### config.mk
export PLATFORM = sky130hd
export DESIGN_NAME = lftm_ctrl
export DESIGN_NICKNAME = d
export VERILOG_FILES = /design/src/rtl/core/lftm_pkg.sv /design/src/rtl/core/lftm_ctrl.sv
export SDC_FILE = /design/constraint.sdc
export NUM_CORES = 1
export LEC_CHECK = 0
export BUFFER_PORTS_ARGS = -buffer_cell sky130_fd_sc_hd__buf_2
export CAP_MARGIN = 20
export CORE_AREA = 3 3 40 42
export CTS_CLUSTER_SIZE = 8
export DETAILED_ROUTE_END_ITERATION = 7
export DIE_AREA = 0 0 43 45
export PLACE_DENSITY_LB_ADDON = 0.2
export SKIP_LAST_GASP = 1
export SYNTH_ARGS = -nofsm -noshare
export SYNTH_HDL_FRONTEND = slang
export SYNTH_SLANG_ARGS = --single-unit
### constraint.sdc
create_clock -name clk_i -period 2.1 [get_ports clk_i]
set_input_delay 0.42 -clock clk_i [delete_from_list [all_inputs] [get_ports clk_i]]
set_output_delay 0.42 -clock clk_i [all_outputs]
set_load 0.01 [all_outputs]
### src/rtl/core/lftm_pkg.sv
// Package for the layered tile flag map.
// Holds operation codes, register indexes, default sizes and the
// controller/datapath command and status types. No dependencies.
package lftm_pkg;

  localparam int unsigned DefMaxLayers  = 4;
  localparam int unsigned DefMaxColumns = 64;
  localparam int unsigned DefMaxRows    = 64;

  // Tile word: sprite, atlas column, atlas row, flags
  localparam int unsigned SpriteW = 11;
  localparam int unsigned TileW   = SpriteW + 8 + 8 + 8;

  localparam logic [1:0] OP_WRITE = 2'd0;
  localparam logic [1:0] OP_READ  = 2'd1;
  localparam logic [1:0] OP_QUERY = 2'd2;

  localparam logic [1:0] CFG_MAP_WIDTH  = 2'd0;
  localparam logic [1:0] CFG_MAP_HEIGHT = 2'd1;
  localparam logic [1:0] CFG_LAYERS     = 2'd2;

  localparam logic [6:0] RST_MAP_WIDTH  = 7'd10;
  localparam logic [6:0] RST_MAP_HEIGHT = 7'd10;
  localparam logic [2:0] RST_LAYERS     = 3'd0;

  localparam logic [7:0] COLLIDE_MASK = 8'h01;

  typedef struct packed {
    logic clear;   // clearing pass: write zero at the sweep address
    logic accept;  // transaction taken from the input channel
    logic load;    // load the result register
  } ctrl_cmd_t;

  typedef struct packed {
    logic clear_last;  // sweep address is at the final entry
  } dp_status_t;

endpackage

### src/rtl/core/lftm_ctrl.sv
// Controller for the layered tile flag map: clearing pass, accept, respond.
// Depends on lftm_pkg.
module lftm_ctrl
  import lftm_pkg::*;
(
  input  logic       clk_i,
  input  logic       rst_ni,
  input  logic       in_valid_i,
  output logic       in_stall_o,
  output logic       out_valid_o,
  input  logic       out_stall_i,
  input  dp_status_t status_i,
  output ctrl_cmd_t  cmd_o
);

  typedef enum logic [2:0] {
    ST_CLEAR = 3'b001,
    ST_IDLE  = 3'b010,
    ST_RESP  = 3'b100
  } state_e;

  state_e state_q, state_d;
  logic   out_valid_q, out_valid_d;
  logic   out_free;

  assign out_free = !out_valid_q || !out_stall_i;

  always_comb begin
    state_d    = state_q;
    cmd_o      = '0;
    in_stall_o = 1'b1;
    unique case (state_q)
      ST_CLEAR: begin
        cmd_o.clear = 1'b1;
        if (status_i.clear_last) begin
          state_d = ST_IDLE;
        end
      end
      ST_IDLE: begin
        in_stall_o   = 1'b0;
        cmd_o.accept = in_valid_i;
        if (in_valid_i) begin
          state_d = ST_RESP;
        end
      end
      ST_RESP: begin
        // RAM data is valid now; wait only for the result register
        if (out_free) begin
          cmd_o.load = 1'b1;
          state_d    = ST_IDLE;
        end
      end
      default: state_d = ST_CLEAR;
    endcase
  end

  always_comb begin
    out_valid_d = out_valid_q;
    if (cmd_o.load) begin
      out_valid_d = 1'b1;
    end else if (!out_stall_i) begin
      out_valid_d = 1'b0;
    end
  end

  always_ff @(posedge clk_i or negedge rst_ni) begin
    if (!rst_ni) begin
      state_q     <= ST_CLEAR;
      out_valid_q <= 1'b0;
    end else begin
      state_q     <= state_d;
      out_valid_q <= out_valid_d;
    end
  end

  assign out_valid_o = out_valid_q;

endmodule

==> results of run 1 <==
## final cells by class
| class | instances | area (um2) | share of cell area, % |
|---|---|---|---|
| multi-input combinational | 15 | 110.1 | 34.51 |
| sequential | 4 | 101.3 | 31.76 |
| timing repair buffer | 10 | 55.05 | 17.25 |
| clock buffer | 4 | 26.28 | 8.235 |
| tap | 15 | 18.77 | 5.882 |
| inverter | 2 | 7.507 | 2.353 |
## synth_stat cells
library cell               count  area (um2)
sky130_fd_sc_hd__and2_1        1       6.260
sky130_fd_sc_hd__dfstp_2       1       26.28
sky130_fd_sc_hd__xor2_1        1       8.760
sky130_fd_sc_hd__nor3b_1       1       7.510
sky130_fd_sc_hd__a211o_1       1       8.760
sky130_fd_sc_hd__nor4bb_1      1       10.01
sky130_fd_sc_hd__nor4b_1       1       8.760
sky130_fd_sc_hd__a21o_1        1       7.510
sky130_fd_sc_hd__nor3_1        1       5.000
sky130_fd_sc_hd__a21oi_1       2       10.01
sky130_fd_sc_hd__buf_4         1       7.510
sky130_fd_sc_hd__dfrtp_1       3       75.07
sky130_fd_sc_hd__nand3b_1      1       7.510
sky130_fd_sc_hd__inv_1         2       7.510
sky130_fd_sc_hd__nand4b_1      1       8.760
sky130_fd_sc_hd__or3b_4        1       11.26
sky130_fd_sc_hd__nand2_1       1       3.750
sky130_fd_sc_hd__nor2_2        1       6.260
## power by group through the flow
stage | logic [mW] | clock network [mW] | registers [mW]
3_3_place_gp | 0.123 | 0 | 0.146
3_5_place_dp | 0.124 | 0 | 0.146
2_1_floorplan | 0.0852 | 0 | 0.138
4_1_cts | 0.125 | 0.107 | 0.146
6_report | 0.122 | 0.102 | 0.144
5_1_grt | 0.134 | 0.108 | 0.151
## registers in the layout, summed over array words and instances, names as in the netlist
signal	count
state_q	3
out_valid_o	1
## metrics by stage
step	total power, mW	area, um2	hold slack (ns)	util, %	setup slack, ns
5_1_grt	0.3934	319.1	0.4458	24.83	0.2454
3_5_place_dp	0.2698	282.8	0.2279	22.01	0.5796
6_report	0.3685	319.1	0.4271	24.83	0.3617
2_1_floorplan	0.2237	226.5	0.1244	-	0.7098
3_3_place_gp	0.2687	282.8	0.2245	22.01	0.6305
4_1_cts	0.3784	319.1	0.4249	24.83	0.3336
## path summary, 6_finish.rpt
check,start,to,slack [ns],depth (start not counted)
max in group asynchronous,rst_ni,state_q[0]$_DFFE_PN1P_,1.37,2
worst min-delay path,out_stall_i,out_valid_o$_DFFE_PN0P_,0.43,2
min in group asynchronous,rst_ni,out_valid_o$_DFFE_PN0P_,0.52,2
worst max-delay path,state_q[2]$_DFFE_PN0P_,cmd_o[0],0.36,3
worst min register to register,out_valid_o$_DFFE_PN0P_,out_valid_o$_DFFE_PN0P_,0.52,1
worst max register to register,state_q[0]$_DFFE_PN1P_,state_q[1]$_DFFE_PN0P_,0.94,2
## worst max-delay path: stages (launching register included)
cell                      delay (ns)
sky130_fd_sc_hd__dfrtp_1        0.44
sky130_fd_sc_hd__nor3b_1        0.35
sky130_fd_sc_hd__and2_1         0.17
sky130_fd_sc_hd__buf_2          0.12
## metal layers
metal / routed length (um) / vias to the layer above
met4: 0 / 0
li1: - / 104
met1: 176 / 86
met2: 237 / 5
met3: 37 / 0
met5: 0 / -
## cells by family after synthesis
logic type | count (synthesis) | share of synthesized area [%]
xor+xnor | 1 | 3.868
compound gates | 4 | 11.60
flops | 4 | 44.75
simple gates | 10 | 33.15
buf+inv | 3 | 6.632
==> results.md, run 1 <==
Status:
- The flow ran to the end, and the final reports show no timing, DRC or antenna violations.

Route:
- The routed length per instance is 9.040 um.
- In this run, the number of DRC markers left after iteration 0 of detailed routing was 0.
- The detailed-route vias per instance is 3.900.
- For this run, design rule violations remaining after detail routing come to 0.
- Summed over all layers, the routed wires come to 452 um.
- Once detail routing completed, the nets flagged for antenna violations numbered 0.
- The total vias in the final route is 195.
- The count of TritonRoute iterations in the first routing pass is 1.

Die:
- For this configuration, the core starts out at a cell density of 17.62%.
- The standard cell core area is 1285 um2.
- The area enclosed by the die boundary is 1935 um2.
- The I/O pin total is 10.
- In this run the vertical extent of the chip is 45 um.
- In this run the horizontal extent of the chip is 43 um.
- The number of rows created at floorplan is 13.

Yosys:
- The post-synthesis sequential area ratio is 44.75%.
- The number of distinct standard cells referenced by the synthesized netlist is 18.
- The gate count of the mapped netlist is 22.
- After synthesis the netlist holds a flip-flop and latch count of 4.
- The Yosys step of the flow raised 0 warnings.
- A synthesized cell averages 10.29 um2.
- When the netlist entered floorplanning its net count stood at 27.
- The cell area that synthesis handed to floorplanning was 226.5 um2.

Placement:
- At the end of routability-driven placement, the weighted congestion stood at 0.6017.
- The count of placed standard cells including taps is 45.
- The number of input and output port buffers inserted is 9.

Global route:
- The first global-routing pass estimated 710 um of wire.
- Global routing used 5.392% of the available met1 tracks.
- The initial antenna violation count is 0.
- The via count of the first global-routing pass is 192.
- The global routing stage identified its most utilized layer as met2.
- Across every metal layer, demand over resource in global routing totals 5.276%.
- Global routing consumed, on the met2 layer, 7.485% of the routing resources.
- The met3 global-route usage is 1.594%.
- Entering global routing, the biggest net connects 9 pins.
- The total congestion overflow is 0.

CTS:
- CTS built an H-tree with a depth of 1.
- The total number of clock tree sinks is 4.
- The TritonCTS clock tree is done.
- Once the clock tree was built, the resizer swapped 0 gates to a different size.
- The number of hold buffers added after CTS was 1.
- The clock transition at the registers of the reported paths is 0.04 ns.
- In this run the post-CTS setup repair buffer count came out at 0.
- TritonCTS created 3 clock buffers.
- The clock reaches the later pin of the worst-skew pair after 0.23 ns.
- CTS placed an instance of sky130_fd_sc_hd__clkbuf_4 at the clock tree root.
- The maximum root-to-sink buffer count is 2.

Timing:
- Setup repair after global routing left no endpoint under its margin.
- For the pin with the worst max-slew slack, the measured transition is 0.4333 ns.
- The max-slew violation count is 0.
- Derived from the worst setup path, the maximum achievable clock frequency is 0.5753 GHz.
- The hold violation total from the final report is 0.
- Clock skew on the completed layout was measured at 0.005406 ns.
- The remaining max-slew budget at the tightest pin is 70.72%.
- The final total negative setup slack is 0 ns.
- The final period demand of the worst path is 1.738 ns.
- The final critical path takes up 82.78% of the cycle.
- Setup violations remaining at the end of the flow were counted as 0.

Finish:
- The final layout contains 41 nets.
- The most common cell after layout, fill and taps aside is sky130_fd_sc_hd__buf_2.
- The fill cell instance count of the final layout is 150.
- The synthesis-to-layout area growth is 40.88%.
- The total inserted antenna cells is 0.
- The number of standard cells in the final layout excluding fillers is 50.
- In the layout the commonest cells are sky130_fd_sc_hd__buf_2 (9), sky130_fd_sc_hd__clkbuf_4 (3), sky130_fd_sc_hd__dfrtp_1 (3).
- The share of cells above drive strength 1 is 42.86%.

Setup path:
- The required arrival time at the worst endpoint is 1.68 ns.
- The critical path in this run is classified as reg -> out.
- The arrival time reported for the critical path endpoint is 1.32 ns.
- The biggest fanout along the worst timing path is 8.
- The type of element launching the critical path is a register.
- The worst setup path is captured at a primary output.

Pwr:
- The switching part of the total power is 33.03%.
- The switching component of the power is 0.1217 mW.
- Across the VDD grid, the largest voltage drop is 0.0003969 V.
- The cell internal power dissipation is 0.2468 mW.
- The power per cell area is 1155 nW/um2.
- The portion of total power attributed to the clock network is 27.6%.
- The proportion of power drawn by flip-flops and latches is 39.2%.
- Combinational cells account for 33.2% of the total power.
- In this run the static leakage power is 0.1681 nW.

Min path:
- The worst min-delay path class is in -> reg.

Flow run:
- The number of max-cap violations is 0.
No activity file was read; power rests on OpenSTA's default activity.
==> inputs of run 2 (changes only) <==
Clock period 2.1 ns to 1.6 ns, I/O delays scaled along.
==> run 2 against run 1 <==
  * Non-clock buffer count grew 2
  * Setup slack lost 0.32 ns
  * Via count grew 7.2%
  * Wire length grew 7.7%
  * Clock skew shrank 0.0015 ns
  * First-iteration DRC count grew 1
  * Register-to-register slack lost 0.52 ns
  * Clock-buffer cell count is the same
  * Sequential power grew 29%
  * Combinational power grew 67%
  * Cell area grew 11%
  * Critical path type unchanged
  * Largest power group is now combinational cells
  * Highest routed layer unchanged
==> results.md, run 2 (same netlist as run 1, synthesis figures left out) <==
Placement:
- The post-detailed-placement half-perimeter wirelength is 357.7 um.
- The number of input and output port buffers inserted is 9.
- Routability-driven placement finished with a final weighted congestion of 0.6505.

CTS:
- Clock latency on the worst-skew pair, taken at its later pin, is 0.23 ns.
- CTS built an H-tree with a depth of 1.
- In this run the clock root is driven by a sky130_fd_sc_hd__clkbuf_4.
- The total number of clock tree sinks is 4.
- After clock tree synthesis, the clock-pin slew on the worst setup and hold paths is 0.04 ns.
- The TritonCTS clock tree is done.
- The longest clock path from root to sink contains 2 buffers.
- The total clock buffers created by CTS is 3.

Finish:
- state_q holds more flip-flops than any other register.
- The filler cells instantiated in the layout total 141.
- The net count of the finished layout is 43.
- The final core utilization is 27.46%.
- The library cells used most frequently in the layout, excluding fill and tap cells, are sky130_fd_sc_hd__buf_2 (8), sky130_fd_sc_hd__clkbuf_4 (3).
- The register with the most flip-flops in the layout has 3 of them.
- The share of cells above drive strength 1 is 54.05%.
- The total inserted antenna cells is 0.
- The most common cell after layout, fill and taps aside is sky130_fd_sc_hd__buf_2.
- The synthesis-to-layout area growth is 55.80%.

Route:
- After the first detailed-routing iteration, the DRC count stood at 1.
- The routed length per instance is 9.365 um.
- The number of nets still failing antenna checks after routing is 0.
- For this run, the detailed router's first-pass iteration total came to 2.
- The total vias in the final route is 209.
- The detailed-route vias per instance is 4.019.
- The total DRC errors in the routed layout is 0.
- The final layout contains routed wiring with a total length of 487 um.

Pwr:
- For this design the total switching power over the nets is 0.1731 mW.
- The proportion of power drawn by flip-flops and latches is 35.4%.
- Summed over all cells, the static leakage comes to 0.1778 nW.
- The combinational fraction of design power is 38.7%.
- The switching part of the total power is 32.89%.
- The worst-case IR drop observed on VDD is 0.0003963 V.
- The internal power of the cells totals 0.3532 mW.
- The portion of total power attributed to the clock network is 25.9%.
- For this design the ratio of total power to cell area is 1492 nW/um2.

Timing:
- The max-slew violation count is 0.
- After layout, the worst path uses 97.48% of the clock period.
- For the final database, setup skew stands at 0.003904 ns.
- The final period demand of the worst path is 1.560 ns.
- The worst pin sits at a relative slew slack of 74.82%.
- The hold violation total from the final report is 0.
- Setup repair after global routing could not meet its margin everywhere.
- Setup violations remaining at the end of the flow were counted as 0.
- Static timing analysis puts the maximum clock frequency at 0.6412 GHz.
- The actual transition at the worst max-transition pin is 0.3726 ns.
- The hold slack is 0.3233 ns.

Flow run:
- Across the run, the number of max-cap violations was 0.

Global route:
- The maximum number of pins on one net before global-route repair is 9.
- The first global-routing pass estimated 696 um of wire.
- The via count of the first global-routing pass was 183.
- For this run the aggregate overflow at the end of global routing stands at 0.
- The initial antenna violation count is 0.
- The overall global routing resource usage is 5.444%.

Setup path:
- STA classifies the critical path startpoint as a register.
- The worst setup path is of the reg -> out kind.
- Data arrives at the worst endpoint at 1.24 ns.
- STA classifies the critical path endpoint as a primary output.
- At the worst endpoint, the required time is 1.28 ns.
- The beginning of the worst register-to-register path is state_q[1]$_DFFE_PN0P_.
- The startpoint of the most critical setup path is state_q[2]$_DFFE_PN0P_.
- Along the worst path, the maximum fanout reaches 6.

Min path:
- The worst hold path begins at out_stall_i.
- The tightest min-delay check is of the in -> reg type.

Die:
- The die width is 43 um.
- The total area inside the core boundary comes to 1285 um2.
- The die outline height is 45 um.
- The number of rows created at floorplan is 13.
- The I/O pin total is 10.
- The area enclosed by the die boundary is 1935 um2.
- For this configuration, the core starts out at a cell density of 17.62%.

Status:
- The run finished with clean final reports.
-- run 2: changes by cell type in the layout (fill, tap and decap cells not counted), sizes merged --
cell,previous run,this run
buf,9,11
-- run 2: path summary, 6_finish.rpt --
| check | to | slack [ns] | cells after the start |
|---|---|---|---|
| worst min-delay path | out_valid_o$_DFFE_PN0P_ | 0.32 | 2 |
| worst min register to register | out_valid_o$_DFFE_PN0P_ | 0.53 | 1 |
| max in group asynchronous | state_q[0]$_DFFE_PN1P_ | 0.97 | 2 |
| min in group asynchronous | out_valid_o$_DFFE_PN0P_ | 0.42 | 2 |
| worst max-delay path | cmd_o[1] | 0.04 | 3 |
| worst max register to register | state_q[1]$_DFFE_PN0P_ | 0.42 | 3 |
-- run 2: critical path: stages, from the launching register on --
cell and delay (ns):
sky130_fd_sc_hd__dfrtp_2 0.42, sky130_fd_sc_hd__or3b_4 0.40, sky130_fd_sc_hd__nor2_4 0.09, sky130_fd_sc_hd__buf_6 0.10
-- run 2: layout make-up --
cell class	instances	area, um2	area share, %
multi-input cells	15	120.1	34.04
well taps	15	18.77	5.319
clock buffers	4	26.28	7.447
inverters	2	7.507	2.128
flip-flops and latches	4	103.9	29.43
repair buffers	12	76.32	21.63
-- run 2: power groups by stage --
stage | registers [mW] | clock network [mW] | logic [mW]
6_report | 0.186 | 0.136 | 0.204
4_1_cts | 0.198 | 0.147 | 0.164
3_5_place_dp | 0.193 | 0 | 0.161
5_1_grt | 0.197 | 0.151 | 0.225
2_1_floorplan | 0.182 | 0 | 0.112
3_3_place_gp | 0.191 | 0 | 0.163
-- run 2: stage by stage --
stage	power [mW]	std cells	cell area, um2	setup TNS (ns)	setup slack [ns]
5_1_grt	0.5722	52	352.8	-0.01741	-0.01741
2_1_floorplan	0.2935	22	226.5	0	0.3098
4_1_cts	0.5093	50	326.6	0	0.002072
3_5_place_dp	0.3539	45	282.8	0	0.1971
3_3_place_gp	0.3533	45	282.8	0	0.2064
6_report	0.5263	52	352.8	0	0.04034
-- run 2: routing by layer --
layer,GRT usage [%],share of wire [%]
met5,0,0
met3,2.390,5.7
met1,5.147,41
met4,7.229,0
met2,7.784,53
-- run 2: timing repair --
action	CTS	global route
setup buffers	0	2
resized for setup	3	2
endpoints found under the setup margin	2	1
endpoints found under the hold margin	3	0
hold buffers	1	0
==> inputs of run 3 (changes only) <==
Settings changed: ABC_AREA set to 1, MAX_ROUTING_LAYER set to met4, SLEW_MARGIN set to 20.
==> run 3 against run 2 <==
  * Die area did not move
  * Total power decreased by 0.98%
  * First-iteration DRC count increased to 4.0 times the previous value
  * Setup slack gained 0.12 ns
  * Sequential share of layout area up 2.6 points
  * Hold slack worse by 0.011 ns
  * Cell area decreased by 10%
  * Critical path type unchanged
  * Highest routed layer unchanged
  * Non-clock buffer count decreased by 2
==> results.md, run 3 <==
Status:
- The flow ran to the end, and the final reports show no timing, DRC or antenna violations.

Global route:
- The wire length of the first global-routing pass is 883 um.
- The initial antenna violation count is 0.
- The overall global routing resource usage is 6.713%.
- The via count of the first global-routing pass was 233.
- The total congestion overflow is 0.
- Entering global routing, the biggest net connects 6 pins.

Route:
- After detailed routing, the average wire length per cell comes to 8.931 um.
- The routed wire length is 518 um.
- In this run, the number of DRC markers left after iteration 0 of detailed routing was 4.
- In this run the remaining antenna-violating nets after routing total 0.
- The count of TritonRoute iterations in the first routing pass is 2.
- Using the TritonRoute via totals, the vias-per-cell ratio works out to 3.879.
- In the routed design, unresolved DRC markers number 0.
- The total vias in the final route is 225.

Yosys:
- The number of distinct standard cells referenced by the synthesized netlist is 13.
- The synthesized design contains 0 enable-type register cells.
- The warning count from the yosys run is 0.
- Synthesis produced a netlist with a net count of 35.
- Counting instances in the post-synthesis netlist gives the leading cell types as sky130_fd_sc_hd__inv_1 (6), sky130_fd_sc_hd__nand2_1 (5), sky130_fd_sc_hd__nor2_1 (4), sky130_fd_sc_hd__dfrtp_1 (3), sky130_fd_sc_hd__nand3_1 (3).
- The post-synthesis sequential area ratio is 45.25%.
- Among all flip-flop cells after synthesis, the most frequent one is sky130_fd_sc_hd__dfrtp_1.
- Synthesis produced a netlist whose cell count is 30.
- The post-synthesis instance area is 224.0 um2.
- The cell taking the most area after synthesis is sky130_fd_sc_hd__dfrtp_1.
- The fraction of post-synthesis cell area in the top cell type by area is 33.52%.
- Dividing the synthesized area by the synthesized cell count gives 7.466 um2.
- After synthesis, the share of flip-flops with an asynchronous set or reset is 100.0%.
- Yosys attributes the largest share of cell area to sky130_fd_sc_hd__dfrtp_1 (34%), sky130_fd_sc_hd__dfstp_2 (12%), sky130_fd_sc_hd__inv_1 (10%).
- The most repeated cell in the gate-level netlist after synthesis is sky130_fd_sc_hd__inv_1.
- The number of synthesized register bits is 4.

Die:
- The core region is 1285 um2.
- During I/O placement, the number of pins put on the boundary was 10.
- The floorplan has 13 rows.
- The die width is 43 um.
- The initial core utilization is 17.43%.
- The die is 45 um tall.
- The area enclosed by the die boundary is 1935 um2.

CTS:
- The buffer cell driving the clock tree root is sky130_fd_sc_hd__clkbuf_4.
- The maximum level of the CTS H-tree is 1.
- The total number of clock tree sinks is 4.
- The TritonCTS clock tree is done.
- Buffers inserted to repair hold after CTS numbered 1.
- Once the clock tree was built, the setup fixing pass inserted 0 buffers.
- The clock transition at the registers of the reported paths is 0.04 ns.
- Counting along the longest clock path gives a buffer depth of 2.
- TritonCTS created 3 clock buffers.
- The number of gates resized after CTS was 0.
- For the worst-skew pair, the clock arrives at the later sink with an insertion delay of 0.24 ns.

Finish:
- Leaving out fill and tap cells, the most frequent cell in the layout is sky130_fd_sc_hd__buf_2.
- The total inserted antenna cells is 0.
- The register bank with the most flops is state_q.
- In the layout the commonest cells are sky130_fd_sc_hd__buf_2 (9), sky130_fd_sc_hd__inv_1 (6), sky130_fd_sc_hd__nand2_1 (5).
- The synthesis-to-layout area growth is 41.34%.
- The final net count is 49.
- Cells with a size suffix above 1 make up 41.86% of the layout.
- The register with the most flip-flops in the layout has 3 of them.
- The number of standard cells in the final layout excluding fillers is 58.

Timing:
- The number of failing setup endpoints in the final timing report is 0.
- The hold violation total from the final report is 0.
- Based on the critical path, the design can be clocked at up to 0.6950 GHz.
- The final total negative setup slack is 0 ns.
- For the finished layout, the period the worst path requires is 1.439 ns.
- The max-slew violation count is 0.
- In the finished design, the share of the clock period the worst path needs comes to 89.93%.
- The actual transition at the worst max-transition pin is 0.1643 ns.
- The remaining max-slew budget at the tightest pin is 88.93%.
- Setup repair after global routing left no endpoint under its margin.
- Between clock sinks in the finished design, the worst skew comes to 0.001819 ns.

Placement:
- The number of input and output port buffers inserted is 9.
- The post-detailed-placement half-perimeter wirelength is 408.2 um.
- Routability-driven placement finished with a final weighted congestion of 0.7477.
- The count of placed standard cells including taps is 53.

Setup path:
- The critical path endpoint category is a primary output.
- The type of element launching the critical path is a register.
- The critical path is of the reg -> out type.
- Along the worst path, the maximum fanout reaches 4.
- The arrival time reported for the critical path endpoint is 1.12 ns.
- For the worst setup path, the data required time is 1.28 ns.

Pwr:
- In this run the static leakage power is 0.1977 nW.
- The power per cell area is 1646 nW/um2.
- The worst ir drop on vdd is 0.0003426 V.

Flow run:
- Across the run, the number of max-cap violations was 0.

Min path:
- The worst min-delay path class is in -> reg.
## run 3: cell types whose count changed in the layout (fill, tap and decap cells not counted), sizes merged, moves of 2 or more
cell and delta:
buf -2, inv +5, nand2 +5, nand3 +4, a21oi -2, nor2 +5
## run 3: power by group
part / internal (mW) / switching (mW)
registers: 0.145 / 0.0345
logic: 0.0793 / 0.121
clock network: 0.0940 / 0.0472
## run 3: cells by family after synthesis
kind of cell    after synthesis  synth area share [%]
compound gates                1                 2.232
buf+inv                       8                 15.08
flops                         4                 45.25
simple gates                 17                 37.43
## run 3: final timing paths
| kind | endpoint | slack, ns | depth (start not counted) | from |
|---|---|---|---|---|
| setup / recovery | cmd_o[2] | 0.16 | 3 | state_q[0]$_DFFE_PN1P_ |
| max in group asynchronous | state_q[0]$_DFFE_PN1P_ | 0.97 | 2 | rst_ni |
| hold / removal | out_valid_o$_DFFE_PN0P_ | 0.31 | 3 | out_stall_i |
| setup reg to reg | state_q[1]$_DFFE_PN0P_ | 0.59 | 5 | state_q[0]$_DFFE_PN1P_ |
| min in group asynchronous | state_q[2]$_DFFE_PN0P_ | 0.43 | 2 | rst_ni |
| hold reg to reg | out_valid_o$_DFFE_PN0P_ | 0.49 | 2 | out_valid_o$_DFFE_PN0P_ |
## run 3: area by class of cell
type / count / area (um2)
Tap cell: 15 / 18.77
Sequential cell: 4 / 101.3
Fill cell: 157 / 968.4
Inverter: 7 / 26.28
Timing Repair Buffer: 10 / 55.05
Multi-Input combinational cell: 18 / 88.84
Clock buffer: 4 / 26.28
## run 3: per-layer routing
| metal | wire length, um | global-route usage (%) | vias up |
|---|---|---|---|
| met4 | 0 | 7.229 | 0 |
| met5 | 0 | - | - |
| met2 | 299 | 10.48 | 5 |
| li1 | - | - | 115 |
| met3 | 27 | 1.195 | 0 |
| met1 | 191 | 6.813 | 105 |
## run 3: worst max-delay path: stages, from the launching register on
cell and delay [ns]:
sky130_fd_sc_hd__dfstp_2 0.56, sky130_fd_sc_hd__nand3_1 0.14, sky130_fd_sc_hd__inv_1 0.07, sky130_fd_sc_hd__buf_2 0.12
## run 3: metrics by stage
step / hold slack [ns] / util [%] / instance area, um2 / setup WS [ns] / power, mW
2_1_floorplan: 0.02441 / - / 224.0 / 0.4649 / 0.3185
5_1_grt: 0.3194 / 24.63 / 316.6 / 0.08704 / 0.5687
3_5_place_dp: 0.1315 / 21.81 / 280.3 / 0.4004 / 0.3837
3_3_place_gp: 0.1314 / 21.81 / 280.3 / 0.3991 / 0.3848
4_1_cts: 0.3120 / 24.63 / 316.6 / 0.1446 / 0.5317
6_report: 0.3127 / 24.63 / 316.6 / 0.1612 / 0.5211
